### src/sfpf_pkg.sv
// ---------------------------------------------------------------------------
// sfpf_pkg: shared types and constants of the serial frame parser
// Holds the status codes, the register indexes, the per-frame state record
// and the result record passed between the parser logic and the top level.
// ---------------------------------------------------------------------------
package sfpf_pkg;

  // default frame geometry
  localparam int unsigned HEADER_LEN_DEF  = 4;
  localparam int unsigned TRAILER_LEN_DEF = 4;
  localparam int unsigned MAX_PAYLOAD_DEF = 1024;

  // configuration port
  localparam int unsigned CFG_INDEX_W = 1;
  localparam int unsigned CFG_DATA_W  = 32;
  localparam logic [CFG_INDEX_W-1:0] REG_HEADER  = 1'b0;
  localparam logic [CFG_INDEX_W-1:0] REG_TRAILER = 1'b1;

  // fletcher modulus
  localparam logic [7:0] FLETCHER_MOD = 8'hff;

  // frame status codes
  typedef enum logic [1:0] {
    ST_UNFINISHED = 2'd0,
    ST_RESET      = 2'd1,
    ST_VERIFIED   = 2'd2,
    ST_CKERR      = 2'd3
  } status_t;

  // state kept for the frame in progress
  typedef struct packed {
    logic [7:0]  command;
    logic [15:0] length;
    logic [15:0] checksum;
    logic [7:0]  sum_low;
    logic [7:0]  sum_high;
  } frame_t;

  // one result word
  typedef struct packed {
    status_t     status;
    logic        frame_end;
    logic [7:0]  command;
    logic [10:0] payload_length;
    logic [7:0]  payload_byte;
    logic [9:0]  payload_index;
    logic        payload_valid;
  } result_t;

endpackage

### src/sfpf_ifaces.sv
// ---------------------------------------------------------------------------
// sfpf channel interfaces
// Valid/ready channels for received bytes and for parser result words.
// ---------------------------------------------------------------------------

// received byte channel
interface sfpf_byte_if;
  logic       valid;
  logic       ready;
  logic [7:0] rx_byte;

  modport source (output valid, output rx_byte, input ready);
  modport sink (input valid, input rx_byte, output ready);
endinterface

// result word channel
interface sfpf_result_if;
  logic        valid;
  logic        ready;
  logic [1:0]  status;
  logic        frame_end;
  logic [7:0]  command;
  logic [10:0] payload_length;
  logic [7:0]  payload_byte;
  logic [9:0]  payload_index;
  logic        payload_valid;

  modport source (
    output valid, output status, output frame_end, output command,
    output payload_length, output payload_byte, output payload_index,
    output payload_valid, input ready
  );
  modport sink (
    input valid, input status, input frame_end, input command,
    input payload_length, input payload_byte, input payload_index,
    input payload_valid, output ready
  );
endinterface

### src/serial_frame_parser_fletcher_top.sv
// ---------------------------------------------------------------------------
// serial_frame_parser_fletcher_top: byte-wise frame parser with Fletcher-16
// Accepts one received byte per cycle while the result channel is not stalled
// and returns one result word per byte via the input and result registers;
// the rate is set by the combinational position decode and running-sum update
// between them. The frame is a header, a command byte, a big-endian length, a
// big-endian checksum, the payload and a trailer. The user must write header
// and trailer patterns on the configuration port while the parser is idle;
// the block does not check it. Payload bytes are passed straight through with
// their index, and the last trailer byte reports verified or checksum error.
// ---------------------------------------------------------------------------
module serial_frame_parser_fletcher_top #(
  parameter int unsigned HEADER_LEN  = sfpf_pkg::HEADER_LEN_DEF,
  parameter int unsigned TRAILER_LEN = sfpf_pkg::TRAILER_LEN_DEF,
  parameter int unsigned MAX_PAYLOAD = sfpf_pkg::MAX_PAYLOAD_DEF
) (
  input  logic                                clk,
  input  logic                                rst,
  input  logic                                cfg_we,
  input  logic [sfpf_pkg::CFG_INDEX_W-1:0]    cfg_index,
  input  logic [sfpf_pkg::CFG_DATA_W-1:0]     cfg_wdata,
  sfpf_byte_if.sink                           rx,
  sfpf_result_if.source                       result
);

  // position counter wide enough for a full frame, capped at 16 bits wide
  localparam int unsigned FRAME_MAX = HEADER_LEN + 5 + MAX_PAYLOAD + TRAILER_LEN;
  localparam int unsigned POS_RAW_W = $clog2(FRAME_MAX);
  localparam int unsigned POS_W     = (POS_RAW_W > 16) ? 16 : POS_RAW_W;

  logic [31:0]        header_pattern;
  logic [31:0]        trailer_pattern;
  logic               s1_valid;
  logic [7:0]         s1_byte;
  logic               out_valid;
  sfpf_pkg::result_t  out_res;
  logic [POS_W-1:0]   pos;
  logic [POS_W-1:0]   pos_next;
  sfpf_pkg::frame_t   frame;
  sfpf_pkg::frame_t   frame_next;
  sfpf_pkg::result_t  res_next;
  logic               advance;

  // configuration registers
  always_ff @(posedge clk) begin
    if (rst) begin
      header_pattern  <= '0;
      trailer_pattern <= '0;
    end else if (cfg_we) begin
      if (cfg_index == sfpf_pkg::REG_HEADER) begin
        header_pattern <= cfg_wdata;
      end
      if (cfg_index == sfpf_pkg::REG_TRAILER) begin
        trailer_pattern <= cfg_wdata;
      end
    end
  end

  // pipeline flow control
  assign advance  = s1_valid && (!out_valid || result.ready);
  assign rx.ready = !s1_valid || advance;

  // input register
  always_ff @(posedge clk) begin
    if (rst) begin
      s1_valid <= 1'b0;
    end else if (rx.valid && rx.ready) begin
      s1_valid <= 1'b1;
    end else if (advance) begin
      s1_valid <= 1'b0;
    end
  end

  always_ff @(posedge clk) begin
    if (rx.valid && rx.ready) begin
      s1_byte <= rx.rx_byte;
    end
  end

  // parser logic
  sfpf_parse #(
    .HEADER_LEN  (HEADER_LEN),
    .TRAILER_LEN (TRAILER_LEN),
    .MAX_PAYLOAD (MAX_PAYLOAD),
    .POS_W       (POS_W)
  ) u_parse (
    .pos             (pos),
    .cur             (frame),
    .rx_byte         (s1_byte),
    .header_pattern  (header_pattern),
    .trailer_pattern (trailer_pattern),
    .pos_next        (pos_next),
    .frame_next      (frame_next),
    .res             (res_next)
  );

  // frame state
  always_ff @(posedge clk) begin
    if (rst) begin
      pos   <= '0;
      frame <= '0;
    end else if (advance) begin
      pos   <= pos_next;
      frame <= frame_next;
    end
  end

  // result register
  always_ff @(posedge clk) begin
    if (rst) begin
      out_valid <= 1'b0;
    end else if (advance) begin
      out_valid <= 1'b1;
    end else if (result.ready) begin
      out_valid <= 1'b0;
    end
  end

  always_ff @(posedge clk) begin
    if (advance) begin
      out_res <= res_next;
    end
  end

  // result channel
  assign result.valid          = out_valid;
  assign result.status         = out_res.status;
  assign result.frame_end      = out_res.frame_end;
  assign result.command        = out_res.command;
  assign result.payload_length = out_res.payload_length;
  assign result.payload_byte   = out_res.payload_byte;
  assign result.payload_index  = out_res.payload_index;
  assign result.payload_valid  = out_res.payload_valid;

`ifndef ASSERT_OFF
  // a completed frame is always reported as verified or checksum error
  a_frame_end_status: assert property (@(posedge clk) disable iff (rst)
    out_valid && out_res.frame_end |->
      (out_res.status == sfpf_pkg::ST_VERIFIED) ||
      (out_res.status == sfpf_pkg::ST_CKERR))
    else $error("frame end without final status");

  // a payload word never carries a reset or frame end
  a_payload_clean: assert property (@(posedge clk) disable iff (rst)
    out_valid && out_res.payload_valid |->
      (out_res.status == sfpf_pkg::ST_UNFINISHED) && !out_res.frame_end)
    else $error("payload word with non-idle status");

  // a restart or frame end sends the parser back to the first header byte
  a_restart_pos: assert property (@(posedge clk) disable iff (rst)
    advance && ((res_next.status == sfpf_pkg::ST_RESET) || res_next.frame_end) |=>
      (pos == '0) && (frame == '0))
    else $error("parser did not restart");

  // the input side only stalls when both registers are full
  a_stall_full: assert property (@(posedge clk) disable iff (rst)
    !rx.ready |-> s1_valid && out_valid && !result.ready)
    else $error("input stalled with room in the pipeline");
`endif

endmodule

### src/sfpf_parse.sv
// ---------------------------------------------------------------------------
// sfpf_parse: next-state and result logic of the frame parser
// Purely combinational: from the current byte position, frame state and the
// incoming byte it forms the result word and the state after that byte.
// ---------------------------------------------------------------------------
module sfpf_parse #(
  parameter int unsigned HEADER_LEN  = sfpf_pkg::HEADER_LEN_DEF,
  parameter int unsigned TRAILER_LEN = sfpf_pkg::TRAILER_LEN_DEF,
  parameter int unsigned MAX_PAYLOAD = sfpf_pkg::MAX_PAYLOAD_DEF,
  parameter int unsigned POS_W       = 11
) (
  input  logic [POS_W-1:0]    pos,
  input  sfpf_pkg::frame_t    cur,
  input  logic [7:0]          rx_byte,
  input  logic [31:0]         header_pattern,
  input  logic [31:0]         trailer_pattern,
  output logic [POS_W-1:0]    pos_next,
  output sfpf_pkg::frame_t    frame_next,
  output sfpf_pkg::result_t   res
);

  localparam int unsigned PAYLOAD_START = HEADER_LEN + 5;
  localparam int unsigned EXT_W = 17;

  // add modulo 255, both operands below 256 and the first below 255
  function automatic logic [7:0] add_mod(input logic [7:0] a, input logic [7:0] b);
    logic [8:0] s;
    s = {1'b0, a} + {1'b0, b};
    if (s >= {1'b0, sfpf_pkg::FLETCHER_MOD}) begin
      s = s - {1'b0, sfpf_pkg::FLETCHER_MOD};
    end
    return s[7:0];
  endfunction

  logic [EXT_W-1:0] ext_pos;
  logic [EXT_W-1:0] pay_end;
  logic [EXT_W-1:0] trl_idx;
  logic [EXT_W-1:0] pay_idx;
  logic [15:0]      new_len;
  logic [7:0]       lo_next;
  logic [7:0]       hi_next;
  logic             restart;
  sfpf_pkg::frame_t upd;

  assign ext_pos = EXT_W'(pos);
  assign pay_end = EXT_W'(PAYLOAD_START) + {1'b0, cur.length};
  assign trl_idx = ext_pos - pay_end;
  assign pay_idx = ext_pos - EXT_W'(PAYLOAD_START);
  assign new_len = {cur.length[15:8], rx_byte};
  assign lo_next = add_mod(cur.sum_low, rx_byte);
  assign hi_next = add_mod(cur.sum_high, lo_next);

  // frame decode by byte position
  always_comb begin
    upd     = cur;
    restart = 1'b0;
    res     = '0;
    res.status = sfpf_pkg::ST_UNFINISHED;
    if (ext_pos < EXT_W'(HEADER_LEN)) begin
      if (rx_byte != header_pattern[8*pos[1:0] +: 8]) begin
        res.status = sfpf_pkg::ST_RESET;
        restart    = 1'b1;
      end
    end else if (ext_pos == EXT_W'(HEADER_LEN)) begin
      upd.command = rx_byte;
    end else if (ext_pos == EXT_W'(HEADER_LEN + 1)) begin
      upd.length = {rx_byte, 8'h00};
    end else if (ext_pos == EXT_W'(HEADER_LEN + 2)) begin
      upd.length = new_len;
      if (new_len > 16'(MAX_PAYLOAD)) begin
        res.status = sfpf_pkg::ST_RESET;
        restart    = 1'b1;
      end
    end else if (ext_pos == EXT_W'(HEADER_LEN + 3)) begin
      upd.checksum = {rx_byte, 8'h00};
    end else if (ext_pos == EXT_W'(HEADER_LEN + 4)) begin
      upd.checksum = {cur.checksum[15:8], rx_byte};
    end else if (ext_pos < pay_end) begin
      // payload byte: running sums and pass-through
      upd.sum_low       = lo_next;
      upd.sum_high      = hi_next;
      res.payload_valid = 1'b1;
      res.payload_byte  = rx_byte;
      res.payload_index = pay_idx[9:0];
    end else begin
      // trailer byte
      if (rx_byte != trailer_pattern[8*trl_idx[1:0] +: 8]) begin
        res.status = sfpf_pkg::ST_RESET;
        restart    = 1'b1;
      end else if (trl_idx >= EXT_W'(TRAILER_LEN - 1)) begin
        res.status    = ({cur.sum_high, cur.sum_low} == cur.checksum) ?
                        sfpf_pkg::ST_VERIFIED : sfpf_pkg::ST_CKERR;
        res.frame_end = 1'b1;
        restart       = 1'b1;
      end
    end
    res.command        = upd.command;
    res.payload_length = upd.length[10:0];
  end

  // state after this byte
  always_comb begin
    if (restart) begin
      frame_next = '0;
      pos_next   = '0;
    end else begin
      frame_next = upd;
      pos_next   = pos + POS_W'(1);
    end
  end

endmodule
### src/flat_wrapper.sv
// flat-port wrapper written by rule: the top's interface ports become plain ports
module serial_frame_parser_fletcher_top_flat 
#(
  parameter int unsigned HEADER_LEN  = sfpf_pkg::HEADER_LEN_DEF,
  parameter int unsigned TRAILER_LEN = sfpf_pkg::TRAILER_LEN_DEF,
  parameter int unsigned MAX_PAYLOAD = sfpf_pkg::MAX_PAYLOAD_DEF
)
  (clk, rst, cfg_we, cfg_index, cfg_wdata, rx_valid, rx_rx_byte, rx_ready, result_valid, result_status, result_frame_end, result_command, result_payload_length, result_payload_byte, result_payload_index, result_payload_valid, result_ready);
  sfpf_byte_if rx_i ();
  sfpf_result_if result_i ();
  input  logic clk;
  input  logic rst;
  input  logic cfg_we;
  input  logic [sfpf_pkg::CFG_INDEX_W-1:0] cfg_index;
  input  logic [sfpf_pkg::CFG_DATA_W-1:0] cfg_wdata;
  input wire logic [$bits(rx_i.valid)-1:0] rx_valid;
  input wire logic [$bits(rx_i.rx_byte)-1:0] rx_rx_byte;
  output wire logic [$bits(rx_i.ready)-1:0] rx_ready;
  output wire logic [$bits(result_i.valid)-1:0] result_valid;
  output wire logic [$bits(result_i.status)-1:0] result_status;
  output wire logic [$bits(result_i.frame_end)-1:0] result_frame_end;
  output wire logic [$bits(result_i.command)-1:0] result_command;
  output wire logic [$bits(result_i.payload_length)-1:0] result_payload_length;
  output wire logic [$bits(result_i.payload_byte)-1:0] result_payload_byte;
  output wire logic [$bits(result_i.payload_index)-1:0] result_payload_index;
  output wire logic [$bits(result_i.payload_valid)-1:0] result_payload_valid;
  input wire logic [$bits(result_i.ready)-1:0] result_ready;
  assign rx_i.valid = rx_valid;
  assign rx_i.rx_byte = rx_rx_byte;
  assign rx_ready = rx_i.ready;
  assign result_valid = result_i.valid;
  assign result_status = result_i.status;
  assign result_frame_end = result_i.frame_end;
  assign result_command = result_i.command;
  assign result_payload_length = result_i.payload_length;
  assign result_payload_byte = result_i.payload_byte;
  assign result_payload_index = result_i.payload_index;
  assign result_payload_valid = result_i.payload_valid;
  assign result_i.ready = result_ready;
  serial_frame_parser_fletcher_top #(.HEADER_LEN(HEADER_LEN), .TRAILER_LEN(TRAILER_LEN), .MAX_PAYLOAD(MAX_PAYLOAD)) u_core (.clk(clk), .rst(rst), .cfg_we(cfg_we), .cfg_index(cfg_index), .cfg_wdata(cfg_wdata), .rx(rx_i), .result(result_i));
endmodule
### config.mk
export PLATFORM = sky130hd
export DESIGN_NAME = serial_frame_parser_fletcher_top_flat
export DESIGN_NICKNAME = d
export VERILOG_FILES = /design/src/sfpf_pkg.sv /design/src/sfpf_ifaces.sv /design/src/serial_frame_parser_fletcher_top.sv /design/src/sfpf_parse.sv /design/src/flat_wrapper.sv
export SDC_FILE = /design/constraint.sdc
export NUM_CORES = 1
export LEC_CHECK = 0
export BUFFER_PORTS_ARGS = -buffer_cell sky130_fd_sc_hd__buf_2
export CAP_MARGIN = 20
export CORE_UTILIZATION = 40
export CTS_BUF_LIST = sky130_fd_sc_hd__clkbuf_8 sky130_fd_sc_hd__clkbuf_16
export DETAILED_ROUTE_END_ITERATION = 12
export MAX_ROUTING_LAYER = met4
export PLACE_DENSITY = 0.68
export SYNTH_ARGS = -nofsm -noshare
export SYNTH_HDL_FRONTEND = slang
export SYNTH_SLANG_ARGS = --single-unit
### constraint.sdc
create_clock -name clk -period 5.5 [get_ports clk]
set_clock_uncertainty 0.2 [all_clocks]
set_input_delay 1.65 -clock clk [delete_from_list [all_inputs] [get_ports clk]]
set_output_delay 1.65 -clock clk [all_outputs]
set_load 0.01 [all_outputs]
==> results.sh <==
export IMPL_power_static_leakage_nw=4.24
export IMPL_cap_violations=0
export IMPL_worstPathRequired_ps=5630
export IMPL_hp_class="reg -> reg"
export IMPL_fin_ws_ps=322
export IMPL_drive_gt1_frac=0.172
export IMPL_synth_top_family_by_area="simple AND/OR/NAND/NOR gates"
export IMPL_synth_avg_cell_area_um2=9.00
export IMPL_dpl_cell_area_um2=10700
export IMPL_pin_count=89
export IMPL_finalWirelength_um=26300
export IMPL_grt_overflow_total=0
export IMPL_switching_share=0.249
export IMPL_ys_seq_area_frac=0.410
export IMPL_h_tree_depth=4
export IMPL_route_detailed_drc=0
export IMPL_ys_flop_type="dfxtp_1"
export IMPL_final_net_count=1268
export IMPL_worstMarginPinSlew_ps=866
export IMPL_gp_congestion=0.872
export IMPL_setup_viol=0
export IMPL_initial_core_util=0.410
export IMPL_dp_slack_ps=164
export IMPL_grt_pass1_vias=7838
export IMPL_arrival_ps=5310
export IMPL_drtIter0Drc=663
export IMPL_synth_fa_ha_area_frac=0.0498
export IMPL_crit_fanout=7
export IMPL_max_slew_margin=0.423
export IMPL_rows=57
export IMPL_clk_pin_slew_ps=70
export IMPL_cts_sinks=181
export IMPL_cts_root_buffer="clkbuf_16"
export IMPL_core_um2=24400
export IMPL_synth_ff_latch_count=181
export IMPL_syn_instance_count=1112
export IMPL_synth_edf_count=48
export IMPL_cts_made_buffers=17
export IMPL_synth_area_um2=10000
export IMPL_routed_via_density=5.62
export IMPL_via_count=8564
export IMPL_max_freq_mhz=193
export IMPL_dp_hpwl_um=18800
export IMPL_first_pass_iters=7
export IMPL_antenna_found_initial=3
export IMPL_clk_path_buf_depth=2
export IMPL_die_height_um=160
export IMPL_critical_path_class="reg -> reg"
export IMPL_ant_nets=0
export IMPL_stdcell_area_um2=11500
export IMPL_combPwrFrac=0.082
export IMPL_ys_warnings_count=0
export IMPL_dieArea_um2=25600
export IMPL_p_clk_frac=0.415
export IMPL_synthArstFlopShare=0
export IMPL_fin_tns_setup_ps=0
export IMPL_p_sw_w=0.000701
export IMPL_synth_compound_area_frac=0.185
export IMPL_muxShareOfSynthArea=0.0468
export IMPL_clk_latency_ps=440
export IMPL_drv_slew=0
export IMPL_fillCellCount=2386
export IMPL_chipWidth_um=160
export IMPL_ys_types=81
export IMPL_start_kind="register"
export IMPL_final_util=0.470
export IMPL_seq_power_share=0.503
export IMPL_grt_pass1_wl_um=41700
export IMPL_grt_max_degree=78
export IMPL_period_needed_ps=5180
export IMPL_portBuffers=88
export IMPL_status="completed"
export IMPL_hold_viol=0
export IMPL_synthXorXnorAreaFrac=0.0638
export IMPL_synthesis_nets=1196
export IMPL_power_density_nw_per_um2=246
export IMPL_cp_end_kind="register"
export IMPL_p_int_w=0.00211
export IMPL_cts_tree="built"
export IMPL_syn2layout_area_growth_pct=14.5
export IMPL_fin_crit_sh=0.941
export IMPL_wl_per_cell_um=17.3
export IMPL_yosys_area_share_simple=0.200
export IMPL_peakVddDrop_mv=0.188
export IMPL_gr_usage_all_layers=0.211
logic make-up (layout without fill, tap and decap cells):
kind of cell | count (synthesis) | after routing
adder cells (fa/ha/maj) | 38 | 38
multiplexers | 24 | 24
other | 0 | 3
buffers and inverters | 103 | 188
XOR/XNOR | 72 | 72
AO/OA/AOI/OAI | 273 | 273
AND/OR/NAND/NOR | 421 | 421
flip-flops | 181 | 181
placed cells by master, fill, tap and decap left out, types with 34 or more instances in the layout:
master	n
nand2_1	211
dfxtp_1	133
buf_2	89
a21oi_1	86
xnor2_1	50
nor2_1	48
edfxtp_1	48
nand3_1	45
inv_1	34
ha_1	34
cells in the mapped netlist, types with 4 or more instances:
cell       instances  area share
a21o_1            12      0.0090
a211oi_2           9       0.011
nor2b_1            9      0.0056
and4_1             5      0.0044
nand4_1           15      0.0094
or3b_2             4      0.0035
nor4_1            10      0.0063
buf_2             10      0.0050
nand2b_1           6      0.0038
nand2_1          211       0.079
edfxtp_1          48        0.14
mux4_2            10       0.023
a2bb2oi_1          5      0.0044
nand3_1           46       0.023
a21oi_1           86       0.043
inv_1             34       0.013
buf_1              4      0.0015
nor3_1             9      0.0045
a22oi_1           17       0.013
a21boi_0           4      0.0030
buf_6              5      0.0056
or4_1              4      0.0030
o21ai_0           32       0.016
ha_1              35       0.044
xnor2_1           50       0.044
dfxtp_1          133        0.27
mux4_1             6       0.016
or3_1              6      0.0038
o21ai_1           20       0.010
and2_1            13      0.0081
nand4b_1           4      0.0035
mux2_2             4      0.0045
xor2_1            21       0.018
or2_2              4      0.0025
a211oi_1           6      0.0045
mux2i_1            4      0.0040
a32o_1            19       0.019
and3_1            13      0.0081
clkbuf_1          47       0.018
nor2_1            48       0.018
o211ai_1          22       0.017
stage by stage:
step	cells	power [W]	hold WS, ps
after detailed placement	1481	0.00166	244
final	1524	0.00281	253
after floorplan	1112	0.00158	232
after global placement	1479	0.00166	238
after CTS	1513	0.00282	254
after global routing	1524	0.00290	267
flip-flops by register name (all words and copies together), names as in the netlist, 8 cells and up:
| name | cells |
|---|---|
| u_core.s1_byte | 8 |
| u_core.result.payload_length | 11 |
| u_core.result.command | 8 |
| u_core.frame | 56 |
| u_core.header_pattern | 32 |
| u_core.result.payload_index | 10 |
| u_core.result.payload_byte | 8 |
| u_core.trailer_pattern | 32 |
| u_core.pos | 11 |
final cells by class:
class                      count  area, µm²  share of cell area
antenna                        3       7.51            0.000655
clock buffer                  17        425              0.0371
clock inverter                15        133              0.0116
sequential                   181       4100               0.358
inverter                      34        128              0.0111
tap                          324        405              0.0354
timing repair buffer         122        741              0.0647
multi-input combinational    828       5510               0.481
what timing repair did:
action | 4_1_cts | 5_1_grt
hold buffers | 0 | 0
gates resized for setup | 0 | 8
endpoints found under the setup margin | 0 | 7
hold endpoints to repair | 0 | 0
setup buffers | 0 | 6
power by group through the flow:
stage               clock [W]  sequential, W  combinational [W]
finish                0.00117        0.00142           0.000231
global route          0.00123        0.00142           0.000251
CTS                   0.00119        0.00142           0.000218
detailed placement          0        0.00145           0.000218
global placement            0        0.00144           0.000215
floorplan                   0        0.00145           0.000133
metal layers:
layer / up-vias / part of all wire / GRT usage
met1: 4071 / 0.45 / 0.285
met5: - / 0 / -
met3: 42 / 0.063 / 0.0379
met2: 294 / 0.47 / 0.322
li1: 4157 / - / -
met4: 0 / 0.017 / 0.0641
worst max-delay path, cell delays in order, from the launching register on:
cell      delay, ps
dfxtp_1         390
ha_1            190
inv_1            60
fa_1            390
nand2b_1        180
a21oi_1         160
xor2_1          230
nand3_2         160
o311ai_2        300
buf_4           190
nand4_1         110
xor2_1          210
inv_1            70
ha_1            350
or3b_2          460
o211a_1         150
o211ai_1        190
nand4_1         160
o31ai_2         200
buf_4           190
mux2i_1         190
nor2_1           50
a221o_2         290
worst paths after layout:
check / start / endpoint / slack [ps] / depth (start not counted)
worst max register to register: u_core.frame[8] / u_core.frame[1] / 320 / 22
worst max-delay path: u_core.frame[8] / u_core.frame[1] / 320 / 22
worst min register to register: u_core.trailer_pattern[0] / u_core.trailer_pattern[0] / 250 / 2
worst min-delay path: u_core.trailer_pattern[0] / u_core.trailer_pattern[0] / 250 / 2
Note: power is estimated with default switching activity, not from simulation.
